`src/design/psp_pkg.sv`:
```
// shared types, constants and functions of the spherical point projection
`default_nettype none

package psp_pkg;

	localparam int COORD_W   = 18;
	localparam int SQ_W      = 36;
	localparam int RAD_W     = 60;
	localparam int ROOT_W    = 30;
	localparam int REM_W     = 34;
	localparam int R16_W     = 26;
	localparam int SQ_CELLS  = RAD_W / 2;
	localparam int RANGE_W   = 18;
	localparam int RADIUS_W  = 16;

	localparam int CORDIC_W  = 34;
	localparam int ANG_W     = 20;
	localparam int PRESCALE  = 12;
	localparam int AZ_W      = 16;
	localparam int POL_W     = 15;
	localparam int PI_Q13    = 25736;
	localparam logic signed [ANG_W-1:0] HALF_PI_Q16 = 20'sd102944;

	localparam int PROD_W    = 34;
	localparam int DIV_CELLS = 17;
	localparam int DIV_REM_W = 44;
	localparam int QUO_W     = 17;
	localparam int SURF_W    = 17;
	localparam int CLOSE_W   = 19;

	localparam int PADDR_W   = 3;
	localparam logic [PADDR_W-1:0] REG_SURFACE_RADIUS = 3'd0;
	localparam logic [RADIUS_W-1:0] RADIUS_RESET = 16'd2048;

	typedef struct packed {
		logic [RAD_W-1:0]  rad;
		logic [REM_W-1:0]  rem;
		logic [ROOT_W-1:0] root;
	} sqrt_state_t;

	typedef struct packed {
		logic signed [CORDIC_W-1:0] px;
		logic signed [CORDIC_W-1:0] py;
		logic signed [ANG_W-1:0]    ang;
	} cordic_vec_t;

	typedef struct packed {
		logic [DIV_REM_W-1:0] rem;
		logic [R16_W-1:0]     den;
		logic [QUO_W-1:0]     quo;
		logic                 neg;
	} div_state_t;

	function automatic logic signed [ANG_W-1:0] atan_q16(input int idx);
		case (idx)
			0:  return 20'sd51472;
			1:  return 20'sd30386;
			2:  return 20'sd16055;
			3:  return 20'sd8150;
			4:  return 20'sd4091;
			5:  return 20'sd2047;
			6:  return 20'sd1024;
			7:  return 20'sd512;
			8:  return 20'sd256;
			9:  return 20'sd128;
			10: return 20'sd64;
			11: return 20'sd32;
			12: return 20'sd16;
			13: return 20'sd8;
			14: return 20'sd4;
			15: return 20'sd2;
			16: return 20'sd1;
			default: return '0;
		endcase
	endfunction

endpackage

`default_nettype wire

```
`src/design/psp_sqrt_cell.sv`:
```
// one digit of the restoring square root
`default_nettype none

module psp_sqrt_cell import psp_pkg::*; (
	input  wire logic        clk,
	input  wire logic        en,
	input  wire sqrt_state_t d,
	output sqrt_state_t      q
);

	sqrt_state_t      state_q;
	sqrt_state_t      nxt;
	logic [REM_W-1:0] acc;
	logic [REM_W-1:0] trial;

	always_comb begin
		acc       = {d.rem[REM_W-3:0], d.rad[RAD_W-1 -: 2]};
		trial     = {2'b00, d.root, 2'b01};
		nxt.rad   = {d.rad[RAD_W-3:0], 2'b00};
		if (acc >= trial) begin
			nxt.rem  = acc - trial;
			nxt.root = {d.root[ROOT_W-2:0], 1'b1};
		end else begin
			nxt.rem  = acc;
			nxt.root = {d.root[ROOT_W-2:0], 1'b0};
		end
	end

	always_ff @(posedge clk) begin
		if (en) state_q <= nxt;
	end

	assign q = state_q;

endmodule

`default_nettype wire

```
`config.mk`:
```
export PLATFORM = sky130hd
export DESIGN_NAME = psp_sqrt_cell
export DESIGN_NICKNAME = d
export VERILOG_FILES = /design/src/design/psp_pkg.sv /design/src/design/psp_sqrt_cell.sv
export SDC_FILE = /design/constraint.sdc
export NUM_CORES = 1
export LEC_CHECK = 0
export ABC_AREA = 1
export CAP_MARGIN = 20
export CORE_MARGIN = 1
export CORE_UTILIZATION = 25
export CTS_BUF_LIST = sky130_fd_sc_hd__clkbuf_8
export CTS_CLUSTER_DIAMETER = 80
export CTS_CLUSTER_SIZE = 20
export DETAILED_ROUTE_END_ITERATION = 6
export DONT_BUFFER_PORTS = 1
export SLEW_MARGIN = 20
export SYNTH_ARGS = -nofsm -noshare
export SYNTH_HDL_FRONTEND = slang
export SYNTH_SLANG_ARGS = --single-unit
```
`constraint.sdc`:
```
create_clock -name clk -period 2.1 [get_ports clk]
set_input_delay 0.42 -clock clk [delete_from_list [all_inputs] [get_ports clk]]
set_output_delay 0.42 -clock clk [all_outputs]
set_load 0.02 [all_outputs]
```
# Word-level counts from Yosys, hierarchy flattened
# Cells that the tools add are included.
# Widths: inputs -> output; s select.
[word_totals]
romBits = 0
latch_bits = 0
ff_bits = 122
word_cells = 6
memories = 0
mem_bits_rw = 0
[op_classes]
magnitude_cmp = 1
n_eq_ne = 0
n_addsub = 1
n_shift = 0
reduce_logical = 0
div = 0
n_mux = 1
multipliers = 0
bitwise_logic = 0
[ops]
columns = ["op", "count"]
rows = [
  ["$mux 64", 1],
  ["$ge 34x32->1", 1],
  ["$sub 34x32->34", 1],
]

# Logic depth before layout (Yosys ltp)
[logic_depth]
ltp_word = 2
depth_mapped = 16
ltp_nobuf = 15

# Worst setup path before layout
# OpenSTA, ideal clock, no wires.
[synth_path]
path_type = "input to register"
startpoint = "input d[23] (netlist name)"
endpoint = "register state_q (netlist bit q[54]) (data pin)"
setup_slack_ps = 47
cell_stages = 13
t_required_ps = 1847
arrival_ps = 1800
path_buffers = 1
setup_ps = 253
path_cell_list = "inv_1 ha_1 a21oi_1 inv_1 nor2_1 nand2_1 inv_2 nor2_1 nor2_2 nand2_8 buf_4 nand3_1 nand2_1"
[synth_rtl]
columns = ["element", "line_no", "source"]
rows = [
  ["start: declaration", "psp_sqrt_cell.sv:7", "input wire sqrt_state_t d,"],
  ["end signal: assignment", "psp_sqrt_cell.sv:30", "if (en) state_q <= nxt;"],
  ["end: declaration", "psp_sqrt_cell.sv:11", "sqrt_state_t state_q;"],
]

==> metrics <==
status finished with violations; failing checks design-rule violations; HP Start d[28]; via count between 5000 and 6000; Rows 59; Ant. Diodes 0; Logic pwr share between 10% and 20%; hold crit path type input port to flop; worst hold stages 0; minimum hold slack between 0.04 and 0.05 ns; Clk Tree Root Cell clkbuf_8; post-detail-place hpwl roughly 16000 um; H-tree depth 4; Critical Path End Type flop; Die X 166 um; total grt overflow 0; layout cells sized above 1 a little under a fifth; arrival time worst endpoint ~2.1 ns; Power Dens Cells 817 nW/um2; Reg power frac 49.7%; CP max FO 13; starting density of the core around 26%; Total Routing Usage GR 15.0%; post-synthesis register bit count 122; family with the most delay on the worst path simple AND/OR/NAND/NOR gates; NetSw between 2000 and 2500 uW; largest net degree at the start of global routing ~120; number of global-route vias before repair between 5000 and 6000; total CTS buffers 17; routed wire length 20100 um; total setup buffers inserted after CTS 0; Multi-input gate area approximately 2500 um2; Die Y 166 um; critical path class input port to flop; max reg flops 122; Syn-to-layout area delta 24.7%; Post-Syn Instances between 700 and 800; Yosys top cell by area edfxtp_1; commonest non-fill, non-tap cells in the layout nand2_1 (291), inv_1 (124), edfxtp_1 (122); post-route minimum period approximately 1.9 ns; initial antenna violation count 0; detail-routed via count per cell approximately 4.2; most common cell after layout, fill and taps aside nand2_1; IO Count 250; Synth top area share a little over half; first-pass GRT wire length ~31000 um; DRC viols 26; Clock Power Share ~33%; Pleak 0.00400 uW; core area around 26000 um2; number of synthesis warnings 0; initial drt markers 355; final core occ a little under a third; Hold Buf Count CTS 0; Hold Violations, Final 0; PnR Total Power roughly 6800 uW; remaining antenna violation count 0; crit path cell chain inv_1 > ha_1 > nand2_1 > nor2_1 > nand2_1 > nor2_2 > nand3_1 > nand3_1 > nor2_2 > nand2_8 > buf_12 > o21ai_0; sequential share of the synthesized area 54.5%; die area between 20000 and 30000 um2; Yosys cell types 29; Synth area leaders edfxtp_1 (55%), nand2_1 (16%), inv_1 (6.9%); CTS Sinks 122; slowest CP cell ha_1; Worst VDD drop 0.378 mV; Critical Path RT around 2.3 ns; IO buf count 0; nets 1049; number of max-cap violations 0; Max Slew Vio Count 0; Final setup viols 0; Post-CTS Resized 0; post-route insts no fill around 1200; total negative slack 0 ns; Post-Syn Area per Cell roughly 8.7 um2; Buf/Inv on CP 2; DRT Pass-1 Iters 7; Sw Share a little under a third; CP max stage delay approximately 0.34 ns; Routability Congestion roughly 0.87; Int Pwr approximately 4700 uW; fmax 0.534 GHz; sequential cell area ~3700 um2; Synth Cell Area about 6700 um2; RSZ-0062 raised after global routing false; hold path endpoint q[29]; Filler cells 2716; Max clock buf depth 2; Setup crit start kind input port; placed insts 1207; detailed-route wire length per cell roughly 16 um; CTS tree built; clk slew on worst S/H paths roughly 0.1 ns; period utilization between 80 and 90%
[area by class of cell]
cell class	count	area share [%]
clock buffers	17	2.79
clock inverters	14	2.06
inverters	134	6.03
multi-input cells	505	29.6
flip-flops and latches	122	43.7
well taps	335	5.00
repair buffers	111	10.8
[power groups by stage]
stage	combinational [uW]	clock [uW]	sequential [uW]
6_report	1170	2270	3400
5_1_grt	1330	2470	3430
4_1_cts	1190	2360	3410
3_5_place_dp	1180	0	3460
3_3_place_gp	1170	0	3470
2_1_floorplan	677	0	3410
[metrics by stage]
| step | worst slack [ns] | instance area (um2) |
|---|---|---|
| after floorplan | 0.0472 | 6720 |
| after global placement | -0.275 | 7970 |
| after detailed placement | -0.259 | 7970 |
| after CTS | 0.229 | 8380 |
| after global routing | 0.106 | 8380 |
| final | 0.227 | 8380 |
[cells in the mapped netlist]
cell type  count
inv_4          1
buf_6          3
o21bai_1       3
nand3_4        1
nand2b_1       1
edfxtp_1     122
inv_2          9
nand2_1      291
buf_2          1
nand2_2        3
xnor2_1        2
nand3_2        1
nand3b_1       7
o21ai_1        1
nor2_2         4
o21ai_0        7
nor4_1         2
nand3_1       41
nand4_1        8
a21oi_1       22
nand2_8        1
nor2_1        54
nor3_1         7
conb_1         1
inv_1        124
buf_4          5
a21oi_2        1
xor2_1        14
ha_1          32
[routing by layer]
layer	GRT usage, %	part of all wire, %
met1	18.3	45
met2	25.3	47
met3	5.08	7.0
met4	3.90	0.80
met5	0	0
[cell families after synthesis]
| logic type | count (synthesis) | synth area share [%] |
|---|---|---|
| xor+xnor | 16 | 2.09 |
| flops | 122 | 54.5 |
| simple gates | 421 | 26.0 |
| fa+ha+maj | 32 | 5.96 |
| buf+inv | 143 | 8.66 |
| other cells | 1 | 0.0558 |
| compound gates | 34 | 2.70 |
[worst max path at each step]
stage / startpoint / endpoint / slack (ns) / depth (start not counted)
2_1_floorplan: d[23] / q[54] / 0.05 / 13
3_3_place_gp: d[18] / q[59] / -0.27 / 11
3_5_place_dp: d[21] / q[58] / -0.26 / 12
4_1_cts: d[21] / q[58] / 0.23 / 12
5_1_grt: d[15] / q[60] / 0.11 / 13
6_report: d[15] / q[31] / 0.23 / 12
No activity file was read; power rests on OpenSTA's default activity.
