<file path="src/design/psp_pkg.sv">
// shared types, constants and functions of the spherical point projection
`default_nettype none

package psp_pkg;

	localparam int COORD_W   = 18;
	localparam int SQ_W      = 36;
	localparam int RAD_W     = 60;
	localparam int ROOT_W    = 30;
	localparam int REM_W     = 34;
	localparam int R16_W     = 26;
	localparam int SQ_CELLS  = RAD_W / 2;
	localparam int RANGE_W   = 18;
	localparam int RADIUS_W  = 16;

	localparam int CORDIC_W  = 34;
	localparam int ANG_W     = 20;
	localparam int PRESCALE  = 12;
	localparam int AZ_W      = 16;
	localparam int POL_W     = 15;
	localparam int PI_Q13    = 25736;
	localparam logic signed [ANG_W-1:0] HALF_PI_Q16 = 20'sd102944;

	localparam int PROD_W    = 34;
	localparam int DIV_CELLS = 17;
	localparam int DIV_REM_W = 44;
	localparam int QUO_W     = 17;
	localparam int SURF_W    = 17;
	localparam int CLOSE_W   = 19;

	localparam int PADDR_W   = 3;
	localparam logic [PADDR_W-1:0] REG_SURFACE_RADIUS = 3'd0;
	localparam logic [RADIUS_W-1:0] RADIUS_RESET = 16'd2048;

	typedef struct packed {
		logic [RAD_W-1:0]  rad;
		logic [REM_W-1:0]  rem;
		logic [ROOT_W-1:0] root;
	} sqrt_state_t;

	typedef struct packed {
		logic signed [CORDIC_W-1:0] px;
		logic signed [CORDIC_W-1:0] py;
		logic signed [ANG_W-1:0]    ang;
	} cordic_vec_t;

	typedef struct packed {
		logic [DIV_REM_W-1:0] rem;
		logic [R16_W-1:0]     den;
		logic [QUO_W-1:0]     quo;
		logic                 neg;
	} div_state_t;

	function automatic logic signed [ANG_W-1:0] atan_q16(input int idx);
		case (idx)
			0:  return 20'sd51472;
			1:  return 20'sd30386;
			2:  return 20'sd16055;
			3:  return 20'sd8150;
			4:  return 20'sd4091;
			5:  return 20'sd2047;
			6:  return 20'sd1024;
			7:  return 20'sd512;
			8:  return 20'sd256;
			9:  return 20'sd128;
			10: return 20'sd64;
			11: return 20'sd32;
			12: return 20'sd16;
			13: return 20'sd8;
			14: return 20'sd4;
			15: return 20'sd2;
			16: return 20'sd1;
			default: return '0;
		endcase
	endfunction

endpackage

`default_nettype wire

</file>
<file path="src/design/psp_div_cell.sv">
// one quotient bit of the restoring divider
`default_nettype none

module psp_div_cell import psp_pkg::*; #(
	parameter int SHIFT = 0
) (
	input  wire logic       clk,
	input  wire logic       en,
	input  wire div_state_t d,
	output div_state_t      q
);

	div_state_t           state_q;
	div_state_t           nxt;
	logic [DIV_REM_W-1:0] dsh;

	always_comb begin
		dsh = DIV_REM_W'({d.den, 1'b0}) << SHIFT;
		nxt = d;
		if (d.rem >= dsh) begin
			nxt.rem        = d.rem - dsh;
			nxt.quo[SHIFT] = 1'b1;
		end
	end

	always_ff @(posedge clk) begin
		if (en) state_q <= nxt;
	end

	assign q = state_q;

endmodule

`default_nettype wire

</file>
<file path="config.mk">
export PLATFORM = sky130hd
export DESIGN_NAME = psp_div_cell
export DESIGN_NICKNAME = d
export VERILOG_FILES = /design/src/design/psp_pkg.sv /design/src/design/psp_div_cell.sv
export SDC_FILE = /design/constraint.sdc
export NUM_CORES = 1
export LEC_CHECK = 0
export ABC_CLOCK_PERIOD_IN_PS = 3300
export BUFFER_PORTS_ARGS = -buffer_cell sky130_fd_sc_hd__buf_2
export CAP_MARGIN = 25
export CORE_UTILIZATION = 50
export CTS_BUF_LIST = sky130_fd_sc_hd__clkbuf_4 sky130_fd_sc_hd__clkbuf_8 sky130_fd_sc_hd__clkbuf_16
export DETAILED_ROUTE_END_ITERATION = 12
export PLACE_DENSITY = 0.9
export SLEW_MARGIN = 10
export SYNTH_ARGS = -nofsm -noshare
export SYNTH_HDL_FRONTEND = slang
export SYNTH_SLANG_ARGS = --single-unit
export TNS_END_PERCENT = 20
</file>
<file path="constraint.sdc">
create_clock -name clk -period 3.3 [get_ports clk]
set_input_delay 0.165 -clock clk [delete_from_list [all_inputs] [get_ports clk]]
set_output_delay 0.165 -clock clk [all_outputs]
set_load 0.02 [all_outputs]
</file>
; ---- After elaboration in Yosys (flattened, before gate mapping)
; Cells that the tools add are included.
[totals]
regBits = 88
in_bits = 90
output_inout_bits = 88
word_cells = 8
[op_classes]
addsub = 1
n_lt_le_gt_ge = 1
mux = 1
[ops]
columns = op, count
row1 = >= comparator 44 x 27 -> 1 bit, 1
row2 = two-way mux 44 bit, 1
row3 = subtractor 44 x 27 -> 44 bit, 1

; ---- Depth between registers and ports, before layout
[depth]
word_depth = 2
ltp_mapped = 13
ltp_nobuf = 12

; ---- Least setup slack after synthesis
; Ideal clock, no wire load.
[synth_timing]
path_type = input to register
start = input d[45] (netlist name)
end = register state_q, in the netlist q[79] (data pin)
setup_ps = 271
arrival_ps = 2523
required_time_ps = 3029
slack_ps = 506
stages = 13
path_buffers = 1
path_cell_list = inv_1 ha_1 inv_1 fa_1 a211oi_1 o211ai_1 a21oi_1 o31a_1 o22ai_1 a2111o_1 buf_4 o41ai_1 o21ai_0
[synth_lines]
columns = element, line
row1 = from (decl), psp_div_cell.sv:9  ; input wire div_state_t d,
row2 = to (signal assigned), psp_div_cell.sv:27  ; if (en) state_q <= nxt;
row3 = to (decl), psp_div_cell.sv:13  ; div_state_t state_q;

==> results.yml <==
critical_path:
  start_kind: "input pin"
  crit_type: "input pin to flop"
  critPathMaxStageDelay_ns: 0.53
  critPathMaxFanout: 3
  crit_arrival_ns: 3.23
  endpoint: "q[78]"
  slowest_stage: "dlygate4sd3_1"
  cp.required_ns: 3.41
  cp_top_family: "compound AO/OA/AOI/OAI gates"
  critPathBufInv: 4
  end_kind: "flop"
  worstPathCellList: "dlygate4sd3_1 > buf_2 > inv_1 > ha_1 > nor2b_1 > o31ai_2 > buf_4 > a211o_1 > nand3_1 > a31o_2 > a41o_1 > a311oi_1 > xor2_1"
  path_depth: 13
  crit_start: "d[19]"
synthesis:
  syn-num-nets: 534
  synth.area.top_cells: "edfxtp_1 (55%), ha_1 (6.8%), xor2_1 (5.0%), o21ai_0 (3.8%), nand2_1 (3.1%)"
  yosys-top-cells-count: "edfxtp_1 (88), nand2_1 (39), o21ai_0 (36)"
  async_reset_ff_share_pct: 0
  ys_ff_latch: 88
  synth_most_common_cell: "edfxtp_1"
  ys_types: 49
  yosysWarnings: 0
  synth_top_area_share_pct: 55.5
  yosys_most_used_dff: "edfxtp_1"
  syn_area_um2: 4760
  synth-seq-area-share_pct: 55.5
  yosys.area.top_type: "edfxtp_1"
  avgSynthCellArea_um2: 11.4
  synth_edf_count: 88
  netlist_instances: 417
floorplanning:
  start_util_pct: 51.6
  die_w_um: 99.6
  num_io_pins: 178
  core-area_um2: 9240
  row_count: 35
  die_area_um2: 9920
  fp.dieH_um: 99.6
clocking:
  cts-buffers-inserted: 9
  clock_sinks: 88
  clock_path_buffers: 2
  cts_tree: "yes"
  root_buffer: "clkbuf_8"
  path_clk_slew_ns: 0.10
  ctsHtreeMaxLevel: 3
timing:
  max_freq_mhz: 320
  drv_slew: 0
  hold_viol: 0
  fin_ws_ns: 0.176
  setup_viol: 0
  tightest_slew_ns: 0.586
  finalCriticalPeriod_ns: 3.12
  fin_crit_sh_pct: 94.7
  slew-limit-headroom_pct: 60.9
  rsz0062_at_grt: "yes"
finish:
  largest_register_ff_count: 88
  drive_gt1_share_pct: 33.8
  syn_to_final_growth_pct: 36.6
  nets: 763
  seq_area_um2: 2640
  antennaDiodeCount: 0
  fin_area_um2: 6510
  multi_input_area_um2: 1980
  fill_cells: 681
place:
  io_buffers: 177
  pre_cts_slack_ns: 0.0304
  place_congestion: 0.930
  hpwl_mm: 8.42
  place_area_um2: 5840
detailed_routing:
  drt-pass1-iter-count: 7
  vias: 4162
  wl_per_cell_um: 15.5
  drc_errors: 0
  ant_nets: 0
  viasPerCell: 5.34
  drtIter0Drc: 235
  totalWireLength_mm: 12.1
global_route:
  antenna_found_initial: 0
  grtUsageTotal_pct: 23.8
  grt_pass1_vias: 3917
  grt_max_degree: 89
  grt_overflow_total: 0
  grt_pass1_wl_mm: 18.3
run_status:
  outcome: "completed"
flow_run:
  cap_violations: 0
hold_path:
  hold_path.class: "input pin to flop"
pwr:
  p_per_area_nw_per_um2: 451
  peakVddDrop_uv: 244
  power.leakage_uw: 0.00284
where the power goes:
group          internal [uW]  leakage, uW  switching [uW]
Sequential              1370     0.000862            29.5
Clock                    350    0.0000921             405
Combinational            308      0.00188             468
how the worst min path moves through the flow:
| stage | startpoint | end | slack [ns] | cells after the start |
|---|---|---|---|---|
| finish | d[34] | q[34] | 0.02 | 1 |
| global route | d[35] | q[35] | 0.003 | 1 |
| CTS | d[34] | q[34] | 0.003 | 1 |
| detailed placement | d[15] | q[15] | 0.34 | 1 |
| global placement | d[7] | q[7] | 0.34 | 1 |
| floorplan | d[0] | q[0] | 0.26 | 0 |
per-stage QoR:
stage                     std cells  total power (uW)  hold WS, ns   TNS, ns  utilization [%]
after floorplan                 417              1870        0.264         0                -
after global placement          721              2120        0.342         0             63.2
after detailed placement        721              2140        0.344         0             63.2
after CTS                       777              2920      0.00347         0             69.7
after global routing            779              3060      0.00320  -0.00888             70.4
final                           779              2940       0.0179         0             70.4
routing by layer:
layer / global-route usage, % / wire [um]
met1: 28.8 / 4930
met5: 0 / 0
met3: 5.27 / 755
met2: 41.3 / 6040
met4: 9.16 / 337
cell type report:
cell class / instances / share of cell area (%)
clock buffer: 9 / 1.90
clock inverter: 6 / 1.04
timing repair buffer: 231 / 21.6
sequential: 88 / 40.6
inverter: 33 / 1.90
multi-input combinational: 283 / 30.4
tap: 129 / 2.48
logic make-up after synthesis:
| logic type | Yosys count | synth area share, % |
|---|---|---|
| compound gates | 107 | 14.2 |
| xor+xnor | 40 | 7.35 |
| fa+ha+maj | 27 | 7.25 |
| buf+inv | 47 | 4.07 |
| flops | 88 | 55.5 |
| mux | 3 | 0.709 |
| simple gates | 105 | 11.0 |
cell usage in the layout, fill, tap and decap left out, drive strengths merged, types with 2 or more instances in the layout:
| master | instances |
|---|---|
| nand4 | 6 |
| o211ai | 5 |
| dlygate4sd3 | 41 |
| clkbuf | 9 |
| xnor2 | 13 |
| nand3b | 3 |
| clkinvlp | 2 |
| buf | 190 |
| edfxtp | 88 |
| mux2 | 3 |
| ha | 26 |
| nand2 | 39 |
| nand4b | 2 |
| a21boi | 2 |
| o21ai | 36 |
| nand3 | 3 |
| and3 | 3 |
| or4 | 6 |
| a211oi | 7 |
| nor3 | 4 |
| xor2 | 27 |
| or2 | 3 |
| or3 | 2 |
| nand2b | 4 |
| a21oi | 26 |
| a2111o | 2 |
| a221o | 2 |
| nor4 | 5 |
| a21o | 11 |
| o22ai | 2 |
| nor2 | 18 |
| o211a | 2 |
| inv | 35 |
| o21a | 2 |
| and2 | 5 |
what timing repair did:
item,in CTS,in global routing
hold buffers,41,0
endpoints found under the hold margin,41,0
buffers inserted,0,0
resized for setup,0,7
setup endpoints to repair,0,7
Power figures use the tool's default switching activity.
