[config.mk]
export PLATFORM = sky130hd
export DESIGN_NAME = psp_cordic_cell
export DESIGN_NICKNAME = d
export VERILOG_FILES = /design/src/design/psp_pkg.sv /design/src/design/psp_cordic_cell.sv
export SDC_FILE = /design/constraint.sdc
export NUM_CORES = 1
export LEC_CHECK = 0
export ABC_AREA = 1
export CORE_ASPECT_RATIO = 1.75
export CORE_MARGIN = 1
export CORE_UTILIZATION = 40
export CTS_CLUSTER_DIAMETER = 80
export CTS_CLUSTER_SIZE = 12
export DETAILED_ROUTE_END_ITERATION = 8
export DONT_BUFFER_PORTS = 1
export HOLD_SLACK_MARGIN = 0.03
export SKIP_CTS_REPAIR_TIMING = 1
export SLEW_MARGIN = 10
export SYNTH_ARGS = -nofsm -noshare
export SYNTH_HDL_FRONTEND = slang
export SYNTH_SLANG_ARGS = --single-unit
[constraint.sdc]
create_clock -name clk -period 7.2 [get_ports clk]
set_clock_uncertainty 0.2 [all_clocks]
set_input_delay 1.44 -clock clk [delete_from_list [all_inputs] [get_ports clk]]
set_output_delay 1.44 -clock clk [all_outputs]
set_load 0.05 [all_outputs]
[src/design/psp_pkg.sv]
// shared types, constants and functions of the spherical point projection
`default_nettype none

package psp_pkg;

	localparam int COORD_W   = 18;
	localparam int SQ_W      = 36;
	localparam int RAD_W     = 60;
	localparam int ROOT_W    = 30;
	localparam int REM_W     = 34;
	localparam int R16_W     = 26;
	localparam int SQ_CELLS  = RAD_W / 2;
	localparam int RANGE_W   = 18;
	localparam int RADIUS_W  = 16;

	localparam int CORDIC_W  = 34;
	localparam int ANG_W     = 20;
	localparam int PRESCALE  = 12;
	localparam int AZ_W      = 16;
	localparam int POL_W     = 15;
	localparam int PI_Q13    = 25736;
	localparam logic signed [ANG_W-1:0] HALF_PI_Q16 = 20'sd102944;

	localparam int PROD_W    = 34;
	localparam int DIV_CELLS = 17;
	localparam int DIV_REM_W = 44;
	localparam int QUO_W     = 17;
	localparam int SURF_W    = 17;
	localparam int CLOSE_W   = 19;

	localparam int PADDR_W   = 3;
	localparam logic [PADDR_W-1:0] REG_SURFACE_RADIUS = 3'd0;
	localparam logic [RADIUS_W-1:0] RADIUS_RESET = 16'd2048;

	typedef struct packed {
		logic [RAD_W-1:0]  rad;
		logic [REM_W-1:0]  rem;
		logic [ROOT_W-1:0] root;
	} sqrt_state_t;

	typedef struct packed {
		logic signed [CORDIC_W-1:0] px;
		logic signed [CORDIC_W-1:0] py;
		logic signed [ANG_W-1:0]    ang;
	} cordic_vec_t;

	typedef struct packed {
		logic [DIV_REM_W-1:0] rem;
		logic [R16_W-1:0]     den;
		logic [QUO_W-1:0]     quo;
		logic                 neg;
	} div_state_t;

	function automatic logic signed [ANG_W-1:0] atan_q16(input int idx);
		case (idx)
			0:  return 20'sd51472;
			1:  return 20'sd30386;
			2:  return 20'sd16055;
			3:  return 20'sd8150;
			4:  return 20'sd4091;
			5:  return 20'sd2047;
			6:  return 20'sd1024;
			7:  return 20'sd512;
			8:  return 20'sd256;
			9:  return 20'sd128;
			10: return 20'sd64;
			11: return 20'sd32;
			12: return 20'sd16;
			13: return 20'sd8;
			14: return 20'sd4;
			15: return 20'sd2;
			16: return 20'sd1;
			default: return '0;
		endcase
	endfunction

endpackage

`default_nettype wire

[src/design/psp_cordic_cell.sv]
// one vectoring rotation of the angle cordic
`default_nettype none

module psp_cordic_cell import psp_pkg::*; #(
	parameter int IDX = 0
) (
	input  wire logic        clk,
	input  wire logic        en,
	input  wire cordic_vec_t d,
	output cordic_vec_t      q
);

	cordic_vec_t                state_q;
	cordic_vec_t                nxt;
	logic signed [CORDIC_W-1:0] px;
	logic signed [CORDIC_W-1:0] py;
	logic signed [CORDIC_W-1:0] shx;
	logic signed [CORDIC_W-1:0] shy;

	always_comb begin
		px  = d.px;
		py  = d.py;
		shx = px >>> IDX;
		shy = py >>> IDX;
		if (!py[CORDIC_W-1]) begin
			nxt.px  = px + shy;
			nxt.py  = py - shx;
			nxt.ang = d.ang + atan_q16(IDX);
		end else begin
			nxt.px  = px - shy;
			nxt.py  = py + shx;
			nxt.ang = d.ang - atan_q16(IDX);
		end
	end

	always_ff @(posedge clk) begin
		if (en) state_q <= nxt;
	end

	assign q = state_q;

endmodule

`default_nettype wire

* Word level (Yosys, flattened, before mapping)
Index checks and enable logic that the tools add are counted.
** Storage, ports and cells
- Bits in registers :: 88
- Word-level logic and storage cells :: 9
** Cells by class
- Add/sub/neg operators :: 5
- Muxes and demuxes :: 1
** Operators by type and width (number)
- 2-to-1 mux 88 bit :: 1
- subtractor 34 bit :: 2
- adder 34 bit :: 1
- adder 20 x 17 -> 20 bit, second input constant :: 1
- subtractor 20 x 17 -> 20 bit, second input constant :: 1

* Depth between registers and ports, before layout
Gate-level depths: netlist (run 1).
- Depth in word-level cells :: 2
- Gate-level depth with buffers :: 17
- Gate-level depth less buffers :: 16

* Least setup slack after synthesis (run 1)
Ideal clock, no wire load.
- Path kind :: input port to flip-flop
- From :: in d[53] (netlist name)
- To :: reg state_q, in the netlist q[13] (data pin)
- Setup time :: 0.259 ns
- Data arrival time :: 3.044 ns
- Setup slack :: 3.697 ns
- Stages :: 9
- Path buffers :: 2
- Cell sequence :: buf_2 > inv_2 > buf_2 > ha_1 > a21oi_1 > a21boi_0 > o21ai_0 > a21oi_1 > xnor2_1
** RTL lines
- start: declaration :: RTL line psp_cordic_cell.sv:9 : input wire cordic_vec_t d,
- end signal: assignment :: RTL line psp_cordic_cell.sv:37 : if (en) state_q <= nxt;
- end: declaration :: RTL line psp_cordic_cell.sv:13 : cordic_vec_t state_q;

==> results of run 1 <==
cells in the mapped netlist, types with 4 or more instances:
cell type	instances
edfxtp_1	87
o22ai_1	7
o21ai_1	8
inv_1	246
nand4_1	12
nand2_2	7
inv_2	4
nand3_1	163
xor2_1	33
buf_4	18
fa_1	4
o21ai_0	95
nor2_1	129
o21bai_1	15
a21o_1	4
nor3_1	16
ha_1	114
buf_2	16
nand3b_1	4
xnor2_1	5
nand2_1	455
a21oi_1	133
layout make-up:
cell class                 count  share of cell area (%)
clock buffer                  10                    2.09
clock inverter                 6                   0.709
inverter                     250                    8.57
multi-input combinational   1235                    61.0
sequential                    87                    23.9
tap                          320                    3.66
timing repair buffer           1                  0.0686
cells by family (layout without fill, tap and decap cells):
| logic type | after synthesis | count (layout) |
|---|---|---|
| xor+xnor | 38 | 38 |
| flops | 87 | 87 |
| buf+inv | 293 | 267 |
| simple gates | 803 | 803 |
| fa+ha+maj | 118 | 118 |
| compound gates | 276 | 276 |
power by group:
part           total (mW)  switching, mW  internal [mW]
logic               0.706          0.492          0.214
registers           0.947          0.287          0.661
clock network       0.511          0.235          0.276
worst paths after layout:
| check | slack [ps] | endpoint | startpoint | cells after the start |
|---|---|---|---|---|
| worst max-delay path | 3540 | q[87] | d[44] | 10 |
| worst min-delay path | 960 | q[0] | d[0] | 0 |
per-layer routing:
layer | vias up | routed length [um]
met3 | 147 | 1480
met5 | - | 0
li1 | 5170 | -
met4 | 0 | 4040
met1 | 4792 | 12900
met2 | 382 | 20000
cell usage in the layout, fill, tap and decap left out, types with 5 or more instances in the layout:
master	instances
nand3_1	163
ha_1	114
clkbuf_16	9
o21bai_1	15
xnor2_1	5
o21ai_1	8
edfxtp_1	87
nand4_1	12
o21ai_0	95
inv_1	246
nand2_2	7
nand2_1	455
nor2_1	129
xor2_1	33
a21oi_1	133
o22ai_1	7
nor3_1	16
==> impl_metrics.yaml, run 1 <==
sta:
  min_period_over_period_pct: 50.8
  fmax_mhz: 273
  grt_setup_unrepaired: "false"
  tightestPinTransition_ps: 881
  finalHoldWorstSlack_ps: 955
  finalSetupTns_ps: 0
  final_max_slew_viol_count: 0
  fin_crit_ps: 3660
  slew_headroom_pct: 41.4
  hold_violations: 0
  fin_ws_ps: 3540
  setup_viol: 0
clock_network:
  clockRootBuffer: "clkbuf_16"
  cts.clk_slew.worst_paths_ps: 80
  clock_path_buffers: 2
  cts.sinks: 87
  cts_inserted_buffers: 9
  htree_num_levels: 3
  cts_tree: "yes"
global_route:
  grtUsageTotal_pct: 28.6
  met2_usage_pct: 53.8
  grt_overflow: 0
  grt_use_met3_pct: 3.83
  grt_max_degree: 88
  grt_pass1_vias: 10500
  grt_pass1_wl_um: 58100
  grt.busiest_layer: "met2"
  grt_use_met1_pct: 25.7
  antenna_found_initial: 0
yosys:
  synth.area.top_cells: "edfxtp_1 (25%), nand2_1 (16%), ha_1 (14%)"
  synth_top_area_share_pct: 24.9
  ys_types: 39
  synthSimpleGateAreaFrac_pct: 32.1
  ys_warn_count: 0
  yosysSeqAreaShare_pct: 24.9
  synthArstFlopShare_pct: 0
  synth_edf_count: 87
  synth_top_family_by_area: "simple AND/OR/NAND/NOR gates"
  ys_ff_latch: 87
  syn-instance-count: 1615
  syn_nets: 1823
  syn_area_um2: 10500
  synth_xor_area_share_pct: 3.17
  synthAdderAreaFrac_pct: 14.3
  avgSynthCellArea_um2: 6.50
  synth_compound_area_share_pct: 14.0
  synth_top_cell_by_area: "edfxtp_1"
  ys.flop_type: "edfxtp_1"
  muxShareOfSynthArea_pct: 0
detailed_routing:
  drt-total-wl_um: 38400
  via_count: 10500
  drt_iter0_markers: 689
  viasPerCell: 5.50
  wire_per_inst_um: 20.1
  drc: 0
  drtPass1Iterations: 6
  ant_nets: 0
critical_path:
  cp_max_fo: 9
  path_delay_family: "compound AO/OA/AOI/OAI gates"
  max_stage_delay_ps: 500
  required_ps: 7120
  start_kind: "input pin"
  end_kind: "register"
  arrival_ps: 3580
  critPathBufInv: 2
  slowest_stage: "ha_1"
  cp_cell_sequence: "inv_1 -> ha_1 -> inv_1 -> a21oi_1 -> a21boi_0 -> nand2_1 -> a21oi_1 -> nand3_1 -> nand3_1 -> nand2_1"
  crit_type: "in2reg"
placement:
  numPortBuffers: 0
  dp_hpwl_um: 32000
  place_congestion: 1.02
  dp_cells: 1893
  place_ws_ps: 3230
  dpl-instance-area_um2: 10600
layout:
  largest_reg_flops: 87
  diodes: 0
  multi_input_area_um2: 6680
  fin_cells: 1909
  fillCellCount: 2784
  fin_nets: 1792
  postLayoutCoreUtil_pct: 42.3
  ff_latch_area_um2: 2610
  design_area_um2: 10900
  drive_gt1_share_pct: 2.58
  area_growth_pct: 4.22
status:
  status: "finished clean"
die:
  dieArea_um2: 26900
  rows: 78
  dieWidth_um: 125
  core_area_um2: 25900
  initial_core_util_pct: 40.6
  die_height_um: 216
  ioPinCount: 178
power:
  total_power_mw: 2.17
  p_leak_nw: 5.44
  powerDensity_nw_per_um2: 198
  vdd_ir_drop_max_mv: 0.118
min_path:
  hold_class: "in2reg"
flow_run:
  drv_cap: 0
No activity file was read; power rests on OpenSTA's default activity.
==> run 2, diff against run 1 <==
- clock period: 7.2 -> 3.52 ns (I/O delays scaled with it)
==> run 2 against run 1 <==
  * First-iteration DRC count is 3.9% higher
  * Combinational power is 110% higher
  * Sequential power is 100% higher
  * Critical path type unchanged
  * Highest routed layer unchanged
  * Sequential share of layout area is 0.065 points lower
  * Setup slack worse by 2900 ps
  * Routed wire length is 0.65% lower
  * Clock power is 86% higher
==> impl_metrics.yaml, run 2 (synthesis gave the netlist of run 1 again) <==
min_path:
  hold_class: "in2reg"
  worstHoldStart: "d[0]"
die:
  dieArea_um2: 26900
  core_area_um2: 25900
  ioPinCount: 178
  dieWidth_um: 125
  rows: 78
  initial_core_util_pct: 40.6
  die_height_um: 216
placement:
  dp_cells: 1902
  place_congestion: 0.961
  dp_hpwl_um: 31600
  numPortBuffers: 0
global_route:
  grt_max_degree: 88
  met2_usage_pct: 52.6
  grt.busiest_layer: "met2"
  grt_overflow: 0
  grt_use_met3_pct: 4.22
  grtUsageTotal_pct: 28.3
  antenna_found_initial: 0
  grt_pass1_wl_um: 57500
  grt_pass1_vias: 10400
  grt_use_met1_pct: 26.1
layout:
  area_growth_pct: 4.50
  final_common_cell: "nand2_1"
  drive_gt1_share_pct: 3.13
  ff_latch_area_um2: 2610
  fin_cells: 1917
  fillCellCount: 2774
  layout_common_cells: "nand2_1 (455), inv_1 (246), nand3_1 (163)"
  multi_input_area_um2: 6680
  fin_nets: 1801
  largest_reg_flops: 87
  postLayoutCoreUtil_pct: 42.4
  diodes: 0
power:
  clkPwrFrac_pct: 21.9
  pwr-share-comb_pct: 33.5
  p_seq_share_pct: 44.6
  power.internal_mw: 2.28
  vdd_ir_drop_max_mv: 0.257
  powerDensity_nw_per_um2: 395
  p_leak_nw: 5.47
  p_switching_mw: 2.06
  total_power_mw: 4.34
  p_sw_share_pct: 47.5
sta:
  fmax_mhz: 352
  fin_crit_ps: 2840
  tightestPinTransition_ps: 881
  finalSetupTns_ps: 0
  min_period_over_period_pct: 80.7
  hold_violations: 0
  slew_headroom_pct: 41.4
  setup_viol: 0
  grt_setup_unrepaired: "false"
  finalHoldWorstSlack_ps: 224
  final_max_slew_viol_count: 0
clock_network:
  cts_tree: "yes"
  htree_num_levels: 3
  clockRootBuffer: "clkbuf_16"
  clock_path_buffers: 2
  cts_inserted_buffers: 9
  cts.clk_slew.worst_paths_ps: 70
  cts.sinks: 87
status:
  status: "finished clean"
critical_path:
  crit_start: "d[44]"
  required_ps: 3450
  end_kind: "register"
  crit_path_end: "q[87]"
  start_kind: "input pin"
  cp_max_fo: 6
  arrival_ps: 2770
  crit_type: "in2reg"
detailed_routing:
  ant_nets: 0
  drt_iter0_markers: 716
  drtPass1Iterations: 7
  viasPerCell: 5.49
  wire_per_inst_um: 19.9
  drt-total-wl_um: 38200
  drc: 0
  via_count: 10500
flow_run:
  drv_cap: 0
## run 2: changes by cell type in the layout (fill, tap and decap cells not counted), sizes merged
cell and delta:
inv -1, clkbuf -1, buf +9, clkinv +2, bufinv -1
## run 2: metal layers
| metal | vias up | wire, um | share of wire [%] |
|---|---|---|---|
| met5 | - | 0 | 0 |
| met1 | 4827 | 12900 | 34 |
| met2 | 375 | 19900 | 52 |
| met4 | 0 | 3850 | 10 |
| met3 | 136 | 1620 | 4.2 |
| li1 | 5182 | - | - |
## run 2: worst max-delay path, stage by stage
cell	delay, ps
inv_1	20
ha_1	450
inv_1	190
a21oi_1	240
a21boi_0	370
nand2_1	140
a21oi_1	330
nand3_1	150
nand3_1	100
nand2_1	60
## run 2: worst min-delay path by stage
| stage | endpoint | cells past startpoint | slack, ps |
|---|---|---|---|
| 3_3_place_gp | q[3] | 0 | 600 |
| 5_1_grt | q[0] | 0 | 210 |
| 6_report | q[0] | 0 | 220 |
| 3_5_place_dp | q[2] | 0 | 600 |
| 4_1_cts | q[0] | 0 | 210 |
| 2_1_floorplan | q[0] | 0 | 600 |
## run 2: power groups by stage
stage / Sequential (mW) / Combinational (mW) / Clock, mW
final: 1.94 / 1.45 / 0.948
after global routing: 1.95 / 1.62 / 1.02
after CTS: 1.94 / 1.43 / 0.981
after detailed placement: 1.96 / 1.43 / 0
after global placement: 1.96 / 1.42 / 0
after floorplan: 1.92 / 1.05 / 0
## run 2: area by class of cell
class                           instances  share of cell area, %
Clock buffer                            9                   2.05
Multi-Input combinational cell       1235                   60.9
Tap cell                              320                   3.65
Sequential cell                        87                   23.8
Timing Repair Buffer                   10                  0.684
Clock inverter                          6                  0.399
Inverter                              250                   8.55
## run 2: metrics by stage
stage,cell area (um2),setup slack (ps)
3_5_place_dp,10700,346
2_1_floorplan,10500,753
6_report,11000,680
3_3_place_gp,10700,340
4_1_cts,11000,733
5_1_grt,11000,454
==> run 3, diff against run 2 <==
- clock period: 3.52 -> 2.6 ns (I/O delays scaled with it)
==> run 3 against run 2 <==
  * Core utilization grew 6.8 points
  * First-iteration DRC count shrank 5.0%
  * Clock-buffer cell count grew 1
  * Critical path depth grew 3
  * Total power grew 47%
  * Final area grew 16%
  * Sequential cell count is the same
  * Clock power grew 37%
  * Routed wire length grew 1.3%
  * Hold slack lost 190 ps
  * Largest cell class unchanged
==> impl_metrics.yaml, run 3 (synthesis gave the netlist of run 1 again) <==
status:
  status: "finished clean"
detailed_routing:
  wire_per_inst_um: 18.0
  drt_iter0_markers: 680
  via_count: 11400
  drtPass1Iterations: 8
  viasPerCell: 5.31
  drc: 0
  ant_nets: 0
  drt-total-wl_um: 38700
power:
  p_seq_share_pct: 41.1
  p_switching_mw: 2.86
  vdd_ir_drop_max_mv: 0.367
  clkPwrFrac_pct: 20.5
  pwr-share-comb_pct: 38.5
  p_leak_nw: 6.56
  powerDensity_nw_per_um2: 499
  p_sw_share_pct: 45.0
  power.internal_mw: 3.50
  total_power_mw: 6.36
sta:
  tightestPinTransition_ps: 830
  slew_headroom_pct: 44.7
  setup_viol: 0
  final_max_slew_viol_count: 0
  fmax_mhz: 415
  min_period_over_period_pct: 92.7
  finalSetupTns_ps: 0
  grt_setup_unrepaired: "false"
  fin_crit_ps: 2410
  hold_violations: 0
  finalHoldWorstSlack_ps: 35.1
critical_path:
  cp_max_fo: 4
  crit_type: "in2reg"
  max_stage_delay_ps: 350
  end_kind: "register"
  required_ps: 2540
  start_kind: "input pin"
  cpMostUsedCell: "nand2_1"
  slowest_stage: "ha_1"
  cp_cell_sequence: "inv_1 -> ha_1 -> inv_1 -> nand2_1 -> nor3_1 -> buf_4 -> nand2_1 -> nor3_1 -> nand2_1 -> nand2_1 -> nand2_1 -> nand3_1 -> nand2_1"
  arrival_ps: 2350
global_route:
  grt_use_met1_pct: 25.7
  grt_max_degree: 88
  met2_usage_pct: 54.0
  grt.busiest_layer: "met2"
  grt_pass1_wl_um: 59300
  grt_overflow: 0
  grt_pass1_vias: 11500
  grt_use_met3_pct: 3.68
  grtUsageTotal_pct: 29.0
  antenna_found_initial: 0
layout:
  multi_input_area_um2: 6690
  design_area_um2: 12700
  postLayoutCoreUtil_pct: 49.3
  largest_reg_flops: 87
  final_common_cell: "nand2_1"
  diodes: 0
  drive_gt1_share_pct: 15.3
  fillCellCount: 2682
  fin_nets: 2030
  ff_latch_area_um2: 2610
  layout_common_cells: "nand2_1 (455), inv_1 (246), buf_4 (235)"
  area_growth_pct: 21.3
placement:
  place_congestion: 0.974
  dpl-instance-area_um2: 12400
  numPortBuffers: 0
  dp_hpwl_um: 32600
clock_network:
  clock_path_buffers: 2
  cts.sinks: 87
  cts_inserted_buffers: 9
  cts_tree: "yes"
  clockRootBuffer: "clkbuf_16"
  cts.clk_slew.worst_paths_ps: 70
  htree_num_levels: 3
die:
  dieArea_um2: 26900
  die_height_um: 216
  rows: 78
  ioPinCount: 178
  core_area_um2: 25900
  dieWidth_um: 125
  initial_core_util_pct: 40.6
min_path:
  hold_class: "in2reg"
flow_run:
  drv_cap: 0
-- run 3: cell count changes in the layout (fill, tap and decap cells not counted) --
cell           previous run  this run
buf_12                    0         1
buf_4                    10       235
clkbuf_1                  0         1
clkinv_2                  2         0
clkinv_4                  1         3
dlygate4sd3_1             0         3
ha_1                    114       112
ha_2                      0         2
inv_6                     2         1
inv_8                     0         1
nor2_1                  129       128
nor2_2                    3         4
-- run 3: area by class of cell --
type                            count  area share [%]
Multi-Input combinational cell   1235            52.5
Tap cell                          320            3.14
Sequential cell                    87            20.5
Clock inverter                      6           0.422
Clock buffer                       10            1.80
Inverter                          250            7.37
Timing Repair Buffer              239            14.2
-- run 3: per-stage QoR --
step / instances / worst slack (ps)
after CTS: 2144 / 188
final: 2147 / 190
after global placement: 2128 / -195
after global routing: 2147 / 10.8
after floorplan: 1615 / 16.8
after detailed placement: 2128 / -203
-- run 3: routing by layer --
| layer | up-vias | wire length (um) |
|---|---|---|
| li1 | 5650 | - |
| met1 | 5149 | 12800 |
| met2 | 416 | 19900 |
| met3 | 184 | 1440 |
| met4 | 0 | 4560 |
| met5 | - | 0 |
-- run 3: power by group through the flow --
stage / sequential [mW] / combinational (mW) / clock [mW]
after floorplan: 2.60 / 1.42 / 0
after global placement: 2.65 / 2.39 / 0
after detailed placement: 2.65 / 2.41 / 0
after CTS: 2.62 / 2.42 / 1.34
after global routing: 2.62 / 2.70 / 1.38
final: 2.61 / 2.45 / 1.30
-- run 3: path summary, 6_finish.rpt --
kind,start,depth (start not counted),slack [ps],to
min,d[0],0,40,q[0]
max,d[46],13,190,q[84]
-- run 3: worst max-delay path: cells and delay by family --
kind	cells	cell delay, ps
adders and majority gates	1	350
buffers and inverters	3	440
and+or+nand+nor	9	1030
